**config.mk**
```make
export PLATFORM = sky130hd
export DESIGN_NAME = url_host_port_parser_core_flat
export DESIGN_NICKNAME = d
export VERILOG_FILES = /design/src/hw/rtl/uhp_pkg.sv /design/src/hw/rtl/uhp_if.sv /design/src/hw/rtl/uhp_step.sv /design/src/hw/rtl/uhp_out_fifo.sv /design/src/hw/rtl/url_host_port_parser_core.sv /design/src/flat_wrapper.sv
export SDC_FILE = /design/constraint.sdc
export NUM_CORES = 1
export LEC_CHECK = 0
export ABC_AREA = 1
export BUFFER_PORTS_ARGS = -buffer_cell sky130_fd_sc_hd__buf_4
export CORE_ASPECT_RATIO = 1.25
export CORE_MARGIN = 2
export CORE_UTILIZATION = 55
export CTS_BUF_LIST = sky130_fd_sc_hd__clkbuf_8
export DETAILED_ROUTE_END_ITERATION = 6
export GPL_TIMING_DRIVEN = 0
export PLACE_DENSITY = 0.8
export SETUP_SLACK_MARGIN = 0.1
export SLEW_MARGIN = 40
export SYNTH_ARGS = -nofsm -noshare
export SYNTH_HDL_FRONTEND = slang
export SYNTH_SLANG_ARGS = --single-unit
```
**constraint.sdc**
```tcl
create_clock -name clk -period 4.2 [get_ports clk]
set_input_delay 0.84 -clock clk [delete_from_list [all_inputs] [get_ports clk]]
set_output_delay 0.84 -clock clk [all_outputs]
set_load 0.005 [all_outputs]
```
**src/hw/rtl/uhp_pkg.sv**
```systemverilog
`timescale 1ns / 1ps

package uhp_pkg;

	localparam int HOST_MAX_DEF        = 256;
	localparam int PORT_DIGITS_MAX_DEF = 6;

	localparam int BYTE_W  = 8;
	localparam int INDEX_W = 8;
	localparam int LEN_W   = 9;
	localparam int PORT_W  = 16;
	localparam int DIG_W   = 3;
	localparam int ACC_W   = 20;

	localparam int OUT_DEPTH = 4;
	localparam int OUT_PTR_W = $clog2(OUT_DEPTH);
	localparam int OUT_CNT_W = $clog2(OUT_DEPTH + 1);

	localparam logic [BYTE_W-1:0] CH_NUL   = 8'h00;
	localparam logic [BYTE_W-1:0] CH_DASH  = 8'h2d;
	localparam logic [BYTE_W-1:0] CH_DOT   = 8'h2e;
	localparam logic [BYTE_W-1:0] CH_SLASH = 8'h2f;
	localparam logic [BYTE_W-1:0] CH_0     = 8'h30;
	localparam logic [BYTE_W-1:0] CH_9     = 8'h39;
	localparam logic [BYTE_W-1:0] CH_COLON = 8'h3a;
	localparam logic [BYTE_W-1:0] CH_UP_A  = 8'h41;
	localparam logic [BYTE_W-1:0] CH_UP_Z  = 8'h5a;
	localparam logic [BYTE_W-1:0] CH_LO_A  = 8'h61;
	localparam logic [BYTE_W-1:0] CH_LO_Z  = 8'h7a;

	localparam logic KIND_HOST   = 1'b0;
	localparam logic KIND_FINISH = 1'b1;
	localparam logic STATUS_OK   = 1'b0;
	localparam logic STATUS_ERR  = 1'b1;

	typedef struct packed {
		logic               kind;
		logic [INDEX_W-1:0] host_index;
		logic [BYTE_W-1:0]  host_byte;
		logic               status;
		logic [LEN_W-1:0]   host_len;
		logic [PORT_W-1:0]  port;
		logic               run_end;
	} res_t;

	typedef struct packed {
		logic [1:0]      cnt;
		res_t [1:0]      r;
	} step_out_t;

	function automatic res_t finish_res(input logic err, input logic [LEN_W-1:0] len,
		input logic [ACC_W-1:0] acc);
		res_t f;
		f = '0;
		f.kind = KIND_FINISH;
		if (err) begin
			f.status = STATUS_ERR;
		end else begin
			f.status   = STATUS_OK;
			f.host_len = len;
			f.port     = acc[PORT_W-1:0];
		end
		return f;
	endfunction

endpackage

```
**src/hw/rtl/uhp_if.sv**
```systemverilog
`timescale 1ns / 1ps

interface uhp_req_if import uhp_pkg::*; ();
	logic              valid;
	logic              ready;
	logic [BYTE_W-1:0] byte_req;
	logic              last;

	modport source (output valid, output byte_req, output last, input ready);
	modport sink (input valid, input byte_req, input last, output ready);
endinterface

interface uhp_res_if import uhp_pkg::*; ();
	logic               valid;
	logic               ready;
	logic               kind;
	logic [INDEX_W-1:0] host_index;
	logic [BYTE_W-1:0]  host_byte;
	logic               status;
	logic [LEN_W-1:0]   host_len;
	logic [PORT_W-1:0]  port;
	logic               run_end;

	modport source (output valid, output kind, output host_index, output host_byte,
		output status, output host_len, output port, output run_end, input ready);
	modport sink (input valid, input kind, input host_index, input host_byte,
		input status, input host_len, input port, input run_end, output ready);
endinterface

```
**src/hw/rtl/uhp_step.sv**
```systemverilog
`timescale 1ns / 1ps

module uhp_step import uhp_pkg::*; #(
	parameter int HOST_MAX        = HOST_MAX_DEF,
	parameter int PORT_DIGITS_MAX = PORT_DIGITS_MAX_DEF
) (
	input  logic              clk,
	input  logic              arst_n,
	input  logic              commit,
	input  logic [BYTE_W-1:0] byte_req,
	input  logic              last,
	output step_out_t         res
);

	localparam int HCW = $clog2(HOST_MAX + 1);

	typedef enum logic [2:0] {
		PH_SCHEME,
		PH_COLON,
		PH_SLASH,
		PH_HOST,
		PH_PORT,
		PH_DONE
	} phase_t;

	phase_t             phase_q, n_ph;
	logic [HCW-1:0]     hc_q, n_hc;
	logic               pd_q, n_pd;
	logic [DIG_W-1:0]   dig_q, n_dig;
	logic [ACC_W-1:0]   acc_q, n_acc;

	logic is_alpha, is_digit, is_dot, is_colon, is_slash, is_dash;
	logic do_scheme, do_host, do_port, do_store, fin, fin_err;
	logic main_v, end_v;
	res_t main_r, end_r;

	assign is_alpha = (byte_req >= CH_UP_A && byte_req <= CH_UP_Z) ||
		(byte_req >= CH_LO_A && byte_req <= CH_LO_Z);
	assign is_digit = byte_req >= CH_0 && byte_req <= CH_9;
	assign is_dot   = byte_req == CH_DOT;
	assign is_colon = byte_req == CH_COLON;
	assign is_slash = byte_req == CH_SLASH;
	assign is_dash  = byte_req == CH_DASH;

	always_comb begin
		n_ph      = phase_q;
		n_hc      = hc_q;
		n_pd      = pd_q;
		n_dig     = dig_q;
		n_acc     = acc_q;
		do_scheme = 1'b0;
		do_host   = 1'b0;
		do_port   = 1'b0;
		do_store  = 1'b0;
		fin       = 1'b0;
		fin_err   = 1'b0;
		main_v    = 1'b0;
		main_r    = '0;
		end_v     = 1'b0;
		end_r     = '0;

		if (phase_q != PH_DONE) begin
			if (byte_req == CH_NUL) begin
				fin     = 1'b1;
				fin_err = dig_q == '0;
			end else begin
				unique case (phase_q)
					PH_SCHEME: do_scheme = 1'b1;
					PH_COLON: begin
						if (is_slash) n_ph = PH_SLASH;
						else do_scheme = 1'b1;
					end
					PH_SLASH: begin
						if (is_slash) begin
							n_hc = '0;
							n_pd = 1'b0;
							n_ph = PH_HOST;
						end else begin
							do_scheme = 1'b1;
						end
					end
					PH_HOST: do_host = 1'b1;
					PH_PORT: do_port = 1'b1;
					default: n_ph = PH_DONE;
				endcase
			end
		end

		if (do_scheme) begin
			n_ph = PH_SCHEME;
			if (is_dot || is_digit) begin
				n_ph    = PH_HOST;
				do_host = 1'b1;
			end else if (is_alpha || is_dash) begin
				do_store = 1'b1;
			end else if (is_colon) begin
				n_ph = PH_COLON;
			end
		end

		if (do_host) begin
			if (is_dot) begin
				if (n_hc != '0 && n_pd) begin
					fin     = 1'b1;
					fin_err = 1'b1;
				end else begin
					do_store = 1'b1;
				end
			end else if (is_alpha || is_digit || is_dash) begin
				do_store = 1'b1;
			end else if (is_colon) begin
				n_ph = PH_PORT;
			end else if (is_slash) begin
				n_acc = '0;
				fin   = 1'b1;
			end
		end

		if (do_port) begin
			if (is_dot) begin
				fin     = 1'b1;
				fin_err = 1'b1;
			end else if (!is_digit) begin
				fin = 1'b1;
			end else if (dig_q >= DIG_W'(PORT_DIGITS_MAX)) begin
				fin     = 1'b1;
				fin_err = 1'b1;
			end else begin
				n_acc = (acc_q << 3) + (acc_q << 1) + ACC_W'(byte_req - CH_0);
				n_dig = dig_q + DIG_W'(1);
			end
		end

		if (do_store) begin
			if (n_hc >= HCW'(HOST_MAX)) begin
				fin     = 1'b1;
				fin_err = 1'b1;
			end else begin
				main_v            = 1'b1;
				main_r.kind       = KIND_HOST;
				main_r.host_index = INDEX_W'(n_hc);
				main_r.host_byte  = byte_req;
				n_hc              = n_hc + HCW'(1);
				n_pd              = is_dot;
			end
		end

		if (fin) begin
			main_v = 1'b1;
			main_r = finish_res(fin_err, LEN_W'(n_hc), n_acc);
			n_ph   = PH_DONE;
		end

		if (last) begin
			if (n_ph != PH_DONE) begin
				end_v = 1'b1;
				end_r = finish_res(n_dig == '0, LEN_W'(n_hc), n_acc);
			end
			n_ph  = PH_SCHEME;
			n_hc  = '0;
			n_pd  = 1'b0;
			n_dig = '0;
			n_acc = '0;
		end

		main_r.run_end = !end_v;
		end_r.run_end  = 1'b1;
		res.cnt        = {1'b0, main_v} + {1'b0, end_v};
		res.r[0]       = main_v ? main_r : end_r;
		res.r[1]       = end_r;
	end

	always_ff @(posedge clk or negedge arst_n) begin
		if (!arst_n) begin
			phase_q <= PH_SCHEME;
			hc_q    <= '0;
			pd_q    <= 1'b0;
			dig_q   <= '0;
			acc_q   <= '0;
		end else if (commit) begin
			phase_q <= n_ph;
			hc_q    <= n_hc;
			pd_q    <= n_pd;
			dig_q   <= n_dig;
			acc_q   <= n_acc;
		end
	end

endmodule

```
**src/hw/rtl/uhp_out_fifo.sv**
```systemverilog
`timescale 1ns / 1ps

module uhp_out_fifo import uhp_pkg::*; (
	input  logic      clk,
	input  logic      arst_n,
	input  logic      push_en,
	input  step_out_t push,
	output logic      space,
	output logic      head_valid,
	output res_t      head,
	input  logic      pop_ready
);

	res_t                 mem [OUT_DEPTH];
	logic [OUT_PTR_W-1:0] wp_q, rp_q;
	logic [OUT_CNT_W-1:0] cnt_q;
	logic [1:0]           wr_cnt;
	logic                 pop;

	assign wr_cnt     = push_en ? push.cnt : 2'd0;
	assign head_valid = cnt_q != '0;
	assign head       = mem[rp_q];
	assign pop        = head_valid && pop_ready;
	assign space      = cnt_q <= OUT_CNT_W'(OUT_DEPTH - 2);

	always_ff @(posedge clk) begin
		if (wr_cnt != 2'd0) mem[wp_q] <= push.r[0];
		if (wr_cnt == 2'd2) mem[wp_q + OUT_PTR_W'(1)] <= push.r[1];
	end

	always_ff @(posedge clk or negedge arst_n) begin
		if (!arst_n) begin
			wp_q  <= '0;
			rp_q  <= '0;
			cnt_q <= '0;
		end else begin
			wp_q  <= wp_q + OUT_PTR_W'(wr_cnt);
			rp_q  <= rp_q + OUT_PTR_W'(pop);
			cnt_q <= cnt_q + OUT_CNT_W'(wr_cnt) - OUT_CNT_W'(pop);
		end
	end

	a_cnt_bound: assert property (@(posedge clk) disable iff (!arst_n)
		cnt_q <= OUT_CNT_W'(OUT_DEPTH))
		else $error("output queue count beyond depth");

	a_no_overflow: assert property (@(posedge clk) disable iff (!arst_n)
		wr_cnt != 2'd0 |-> (cnt_q + OUT_CNT_W'(wr_cnt)) <= OUT_CNT_W'(OUT_DEPTH))
		else $error("output queue written while full");

	a_double_push: assert property (@(posedge clk) disable iff (!arst_n)
		(wr_cnt == 2'd2 && !pop) |=> cnt_q == $past(cnt_q) + OUT_CNT_W'(2))
		else $error("two-word push lost a word");

	a_run_end: assert property (@(posedge clk) disable iff (!arst_n)
		wr_cnt == 2'd2 |-> (push.r[1].run_end && !push.r[0].run_end))
		else $error("run end marked on the wrong word");

endmodule

```
**src/hw/rtl/url_host_port_parser_core.sv**
```systemverilog
`timescale 1ns / 1ps
// A byte's first result is offered after the parse step has pushed it into the output queue.
// Throughput: one byte per cycle; a byte that yields two results pushes two queue words.
// The rate is set by the combinational parse step between the input register and the
// four-word output queue, which accepts a byte only while two free places remain.
// Reset is asynchronous and active low; it empties the queue and returns to the scheme phase.

module url_host_port_parser_core import uhp_pkg::*; #(
	parameter int HOST_MAX        = HOST_MAX_DEF,
	parameter int PORT_DIGITS_MAX = PORT_DIGITS_MAX_DEF
) (
	input logic       clk,
	input logic       arst_n,
	uhp_req_if.sink   req_ch,
	uhp_res_if.source res_ch
);

	logic              valid_s1;
	logic [BYTE_W-1:0] byte_s1;
	logic              last_s1;
	logic              space;
	logic              commit;
	step_out_t         step_res;
	res_t              head;

	assign commit       = valid_s1 && space;
	assign req_ch.ready = !valid_s1 || commit;

	always_ff @(posedge clk or negedge arst_n) begin
		if (!arst_n) begin
			valid_s1 <= 1'b0;
		end else if (req_ch.ready) begin
			valid_s1 <= req_ch.valid;
		end
	end

	always_ff @(posedge clk) begin
		if (req_ch.valid && req_ch.ready) begin
			byte_s1 <= req_ch.byte_req;
			last_s1 <= req_ch.last;
		end
	end

	uhp_step #(
		.HOST_MAX        (HOST_MAX),
		.PORT_DIGITS_MAX (PORT_DIGITS_MAX)
	) u_step (
		.clk      (clk),
		.arst_n   (arst_n),
		.commit   (commit),
		.byte_req (byte_s1),
		.last     (last_s1),
		.res      (step_res)
	);

	uhp_out_fifo u_out_fifo (
		.clk        (clk),
		.arst_n     (arst_n),
		.push_en    (commit),
		.push       (step_res),
		.space      (space),
		.head_valid (res_ch.valid),
		.head       (head),
		.pop_ready  (res_ch.ready)
	);

	assign res_ch.kind       = head.kind;
	assign res_ch.host_index = head.host_index;
	assign res_ch.host_byte  = head.host_byte;
	assign res_ch.status     = head.status;
	assign res_ch.host_len   = head.host_len;
	assign res_ch.port       = head.port;
	assign res_ch.run_end    = head.run_end;

endmodule
```
**src/flat_wrapper.sv**
```systemverilog
// flat-port wrapper written by rule: the top's interface ports become plain ports
module url_host_port_parser_core_flat import uhp_pkg::*;
#(
	parameter int HOST_MAX        = HOST_MAX_DEF,
	parameter int PORT_DIGITS_MAX = PORT_DIGITS_MAX_DEF
)
  (clk, arst_n, req_ch_valid, req_ch_byte_req, req_ch_last, req_ch_ready, res_ch_valid, res_ch_kind, res_ch_host_index, res_ch_host_byte, res_ch_status, res_ch_host_len, res_ch_port, res_ch_run_end, res_ch_ready);
  uhp_req_if req_ch_i ();
  uhp_res_if res_ch_i ();
  input logic clk;
  input logic arst_n;
  input wire logic [$bits(req_ch_i.valid)-1:0] req_ch_valid;
  input wire logic [$bits(req_ch_i.byte_req)-1:0] req_ch_byte_req;
  input wire logic [$bits(req_ch_i.last)-1:0] req_ch_last;
  output wire logic [$bits(req_ch_i.ready)-1:0] req_ch_ready;
  output wire logic [$bits(res_ch_i.valid)-1:0] res_ch_valid;
  output wire logic [$bits(res_ch_i.kind)-1:0] res_ch_kind;
  output wire logic [$bits(res_ch_i.host_index)-1:0] res_ch_host_index;
  output wire logic [$bits(res_ch_i.host_byte)-1:0] res_ch_host_byte;
  output wire logic [$bits(res_ch_i.status)-1:0] res_ch_status;
  output wire logic [$bits(res_ch_i.host_len)-1:0] res_ch_host_len;
  output wire logic [$bits(res_ch_i.port)-1:0] res_ch_port;
  output wire logic [$bits(res_ch_i.run_end)-1:0] res_ch_run_end;
  input wire logic [$bits(res_ch_i.ready)-1:0] res_ch_ready;
  assign req_ch_i.valid = req_ch_valid;
  assign req_ch_i.byte_req = req_ch_byte_req;
  assign req_ch_i.last = req_ch_last;
  assign req_ch_ready = req_ch_i.ready;
  assign res_ch_valid = res_ch_i.valid;
  assign res_ch_kind = res_ch_i.kind;
  assign res_ch_host_index = res_ch_i.host_index;
  assign res_ch_host_byte = res_ch_i.host_byte;
  assign res_ch_status = res_ch_i.status;
  assign res_ch_host_len = res_ch_i.host_len;
  assign res_ch_port = res_ch_i.port;
  assign res_ch_run_end = res_ch_i.run_end;
  assign res_ch_i.ready = res_ch_ready;
  url_host_port_parser_core #(.HOST_MAX(HOST_MAX), .PORT_DIGITS_MAX(PORT_DIGITS_MAX)) u_core (.clk(clk), .arst_n(arst_n), .req_ch(req_ch_i), .res_ch(res_ch_i));
endmodule
```
==> run summary <==
iteration count of the initial detailed-routing pass - 7
crit-path max FO - 10
final worst-path cycle share - 0.964
vias per cell - 6.01
Crit Path Category - flop to flop
area occupied by multi-input gates - 0.00672 mm²
met3 WL - 4320 µm
YS warnings - 0
CTS tree - yes
FF+latch area - 0.00588 mm²
GPL Wtd Cong - 0.953
Worst setup SP type - flop
drt initial violations - 1474
clock buffer count from CTS - 38
FILL cells - 1889
Synth area leader - edfxtp_1
Max-slew headroom - 0.493
VDD IR-drop max - 0.333 mV
CTS Hold Buffers Added - 0
H-tree Lvls - 2
asr flop ratio synth - 0.178
Top Metal Used - met4
Final setup viols - 0
Worst-path clk slew - 0.07 ns
RR Endpoint - u_core.u_out_fifo.mem[3][6]
hold_ws - 0.278 ns
Final Power - 9.95 mW
Port Buffer Count - 58
post-route ant nets - 0
Mapped Area - 0.0132 mm²
sequential area share after synthesis - 0.445
Post-Synthesis Net Count - 1777
final hold vios - 0
Least-Margin Pin Slew - 0.761 ns
detailed placer's ending HPWL - 27200 µm
Ant. Diodes - 0
Layout Cells excl Fill - 2195
I/O pin count - 59
total global-route track usage - 0.327
design area - 0.0157 mm²
Die Ht - 177 µm
total congestion overflow - 0
EDFF count, synth - 117
first-pass GRT wire length - 64700 µm
synth unique cells - 45
die area - 0.0253 mm²
synth top area cells - edfxtp_1, nand2_1, dfxtp_1
share of post-route cells with drive strength above 1 - 0.183
Post-synth top flop - edfxtp_1
Initial Util - 0.558
r2r setup slk - 0.15 ns
failing checks - design-rule violations
DP Area - 0.0140 mm²
Seq cells post-synth - 225
clock sinks - 225
CTS Buffer Depth - 3
max-slew violations - 0
floorplan row count - 63
Syn-to-layout area delta - 18.8%
worst r2r src - u_core.byte_s1[4]
worst path required time - 4.63 ns
Die Wd - 143 µm
path depth of the worst reg2reg path - 25
Layout Skew - 0.0348 ns
max-cap violations - 0
met2 WL - 19500 µm
WP data arrival - 4.47 ns
Avg Inst Size Synth - 7.68 µm²
wire length on met1 - 14900 µm
FMAX - 247 MHz
RSZ-0062 raised after global routing - yes
vias in the first global route - 12563
Placeable Area - 0.0236 mm²
power per cell area - 635 mW/mm²
Leakage - 7.08 nW
Final min period - 4.05 ns
Root Buffer - clkbuf_8
Vias - 13184
final WL - 41600 µm
CP Capture Type - flop
drt drc - 2
clock latency on the worst-skew pair - 0.58 ns
Yosys top cell area share - 0.266
initial antenna violation count - 0
min-delay worst type - input pin to asynchronous set/reset pin
largest net degree at the start of global routing - 41
Post-Place Cells - 2067
status - complete, but fails checks
Cells after Synth - 1717
Avg WL per Cell - 19.0 µm
Final nets - 1935
[Yosys cell counts (32+ instances only)]
library cell	count
clkbuf_1	50
nand2_1	561
dfrtp_1	40
ha_1	33
o22ai_1	61
inv_1	111
nor2_1	164
a21oi_1	32
edfxtp_1	117
dfxtp_1	68
o21ai_0	169
nand3_1	66
[power by group]
| part | total (mW) | internal [mW] | switching [mW] |
|---|---|---|---|
| clock network | 2.09 | 1.12 | 0.968 |
| registers | 3.24 | 2.97 | 0.270 |
| logic | 4.62 | 1.61 | 3.01 |
| total | 9.95 | 5.70 | 4.25 |
[worst max-delay path by stage]
stage                      startpoint                            to  slack (ns)  depth (start not counted)
floorplan           u_core.byte_s1[4]  u_core.u_out_fifo.mem[0][33]        0.15                         28
global placement    u_core.byte_s1[4]  u_core.u_out_fifo.mem[0][33]       -1.19                         28
detailed placement  u_core.byte_s1[4]  u_core.u_out_fifo.mem[0][40]       -1.26                         28
CTS                 u_core.byte_s1[4]  u_core.u_out_fifo.mem[0][12]        0.09                         27
global route        u_core.byte_s1[5]  u_core.u_out_fifo.mem[3][21]        0.03                         26
finish              u_core.byte_s1[4]   u_core.u_out_fifo.mem[3][6]        0.15                         25
[cell type report]
cell class,instances,area share
Clock buffer,42,0.0369
Multi-Input combinational cell,1280,0.429
Clock inverter,26,0.0135
Inverter,135,0.0342
Timing Repair Buffer,115,0.0594
Sequential cell,225,0.375
Tap cell,292,0.0233
Buffer,80,0.0288
[stage by stage]
| stage | worst slack [ns] | setup TNS [ns] | utilization |
|---|---|---|---|
| 6_report | 0.152 | 0 | 0.663 |
| 4_1_cts | 0.0893 | 0 | 0.645 |
| 5_1_grt | 0.0264 | 0 | 0.663 |
| 3_3_place_gp | -1.19 | -207.27 | 0.593 |
| 3_5_place_dp | -1.26 | -219.77 | 0.593 |
| 2_1_floorplan | 0.150 | 0 | - |
[routing by layer]
metal	track usage	up-vias
met5	0	-
met3	0.0593	239
met4	0.188	0
met2	0.545	910
met1	0.399	6014
li1	-	6021
[critical path, stage by stage (launching register included)]
cell and delay, ns:
edfxtp_1 0.46, inv_2 0.09, buf_4 0.12, ha_1 0.13
inv_1 0.03, nor2_1 0.15, nand4_2 0.26, nand3_4 0.19
nand2_1 0.08, nand4_1 0.19, nand2_1 0.13, nor2_4 0.18
o211ai_4 0.13, nor2_4 0.16, ha_2 0.19, inv_1 0.06
nor2_4 0.15, inv_2 0.08, nor2_2 0.10, inv_2 0.10
nor3_4 0.18, buf_4 0.15, buf_6 0.14, clkbuf_4 0.24
nand2_1 0.11, nand2_1 0.09
[layout by cell type, fill, tap and decap left out, drive strengths merged, types with 2 or more instances in the layout]
cell type / count
nor3: 17
nand3: 75
xnor2: 3
edfxtp: 117
xor2: 10
dfxtp: 68
nand2: 584
bufinv: 3
a21oi: 32
or2: 3
dfrtp: 40
ha: 33
clkbuf: 89
fa: 14
clkinv: 13
o22ai: 61
inv: 144
o2111ai: 2
nor2: 195
buf: 148
nand4: 35
nand3b: 7
a21boi: 2
o21ai: 197
a31oi: 2
a32o: 2
o31ai: 2
[timing repair]
| item | CTS | global route |
|---|---|---|
| gates cloned | 4 | 0 |
| endpoints found under the hold margin | 0 | 0 |
| pin swaps | 16 | 21 |
| setup endpoints to repair | 286 | 285 |
| resized for setup | 45 | 67 |
| setup buffers | 26 | 31 |
[cell families (layout without fill, tap and decap cells)]
family	Yosys count	after routing	share of synthesized area
AOI/OAI and AO/OA	303	303	0.125
adders and majority gates	47	47	0.0525
xor gates and xnor gates	13	13	0.00863
and+or+nand+nor	913	917	0.302
DFF	225	225	0.445
buffers and inverters	216	398	0.0668
[registers in the layout, indices dropped and copies added, names as in the netlist]
name	count
u_core.u_out_fifo.mem	176
u_core.last_s1	1
u_core.u_step.pd_q	1
u_core.u_out_fifo.rp_q	2
u_core.u_step.hc_q	9
u_core.u_step.dig_q	3
u_core.valid_s1	1
u_core.u_step.acc_q	16
u_core.u_out_fifo.cnt_q	3
u_core.u_step.phase_q	3
u_core.u_out_fifo.wp_q	2
u_core.byte_s1	8
Note: power is estimated with default switching activity, not from simulation.
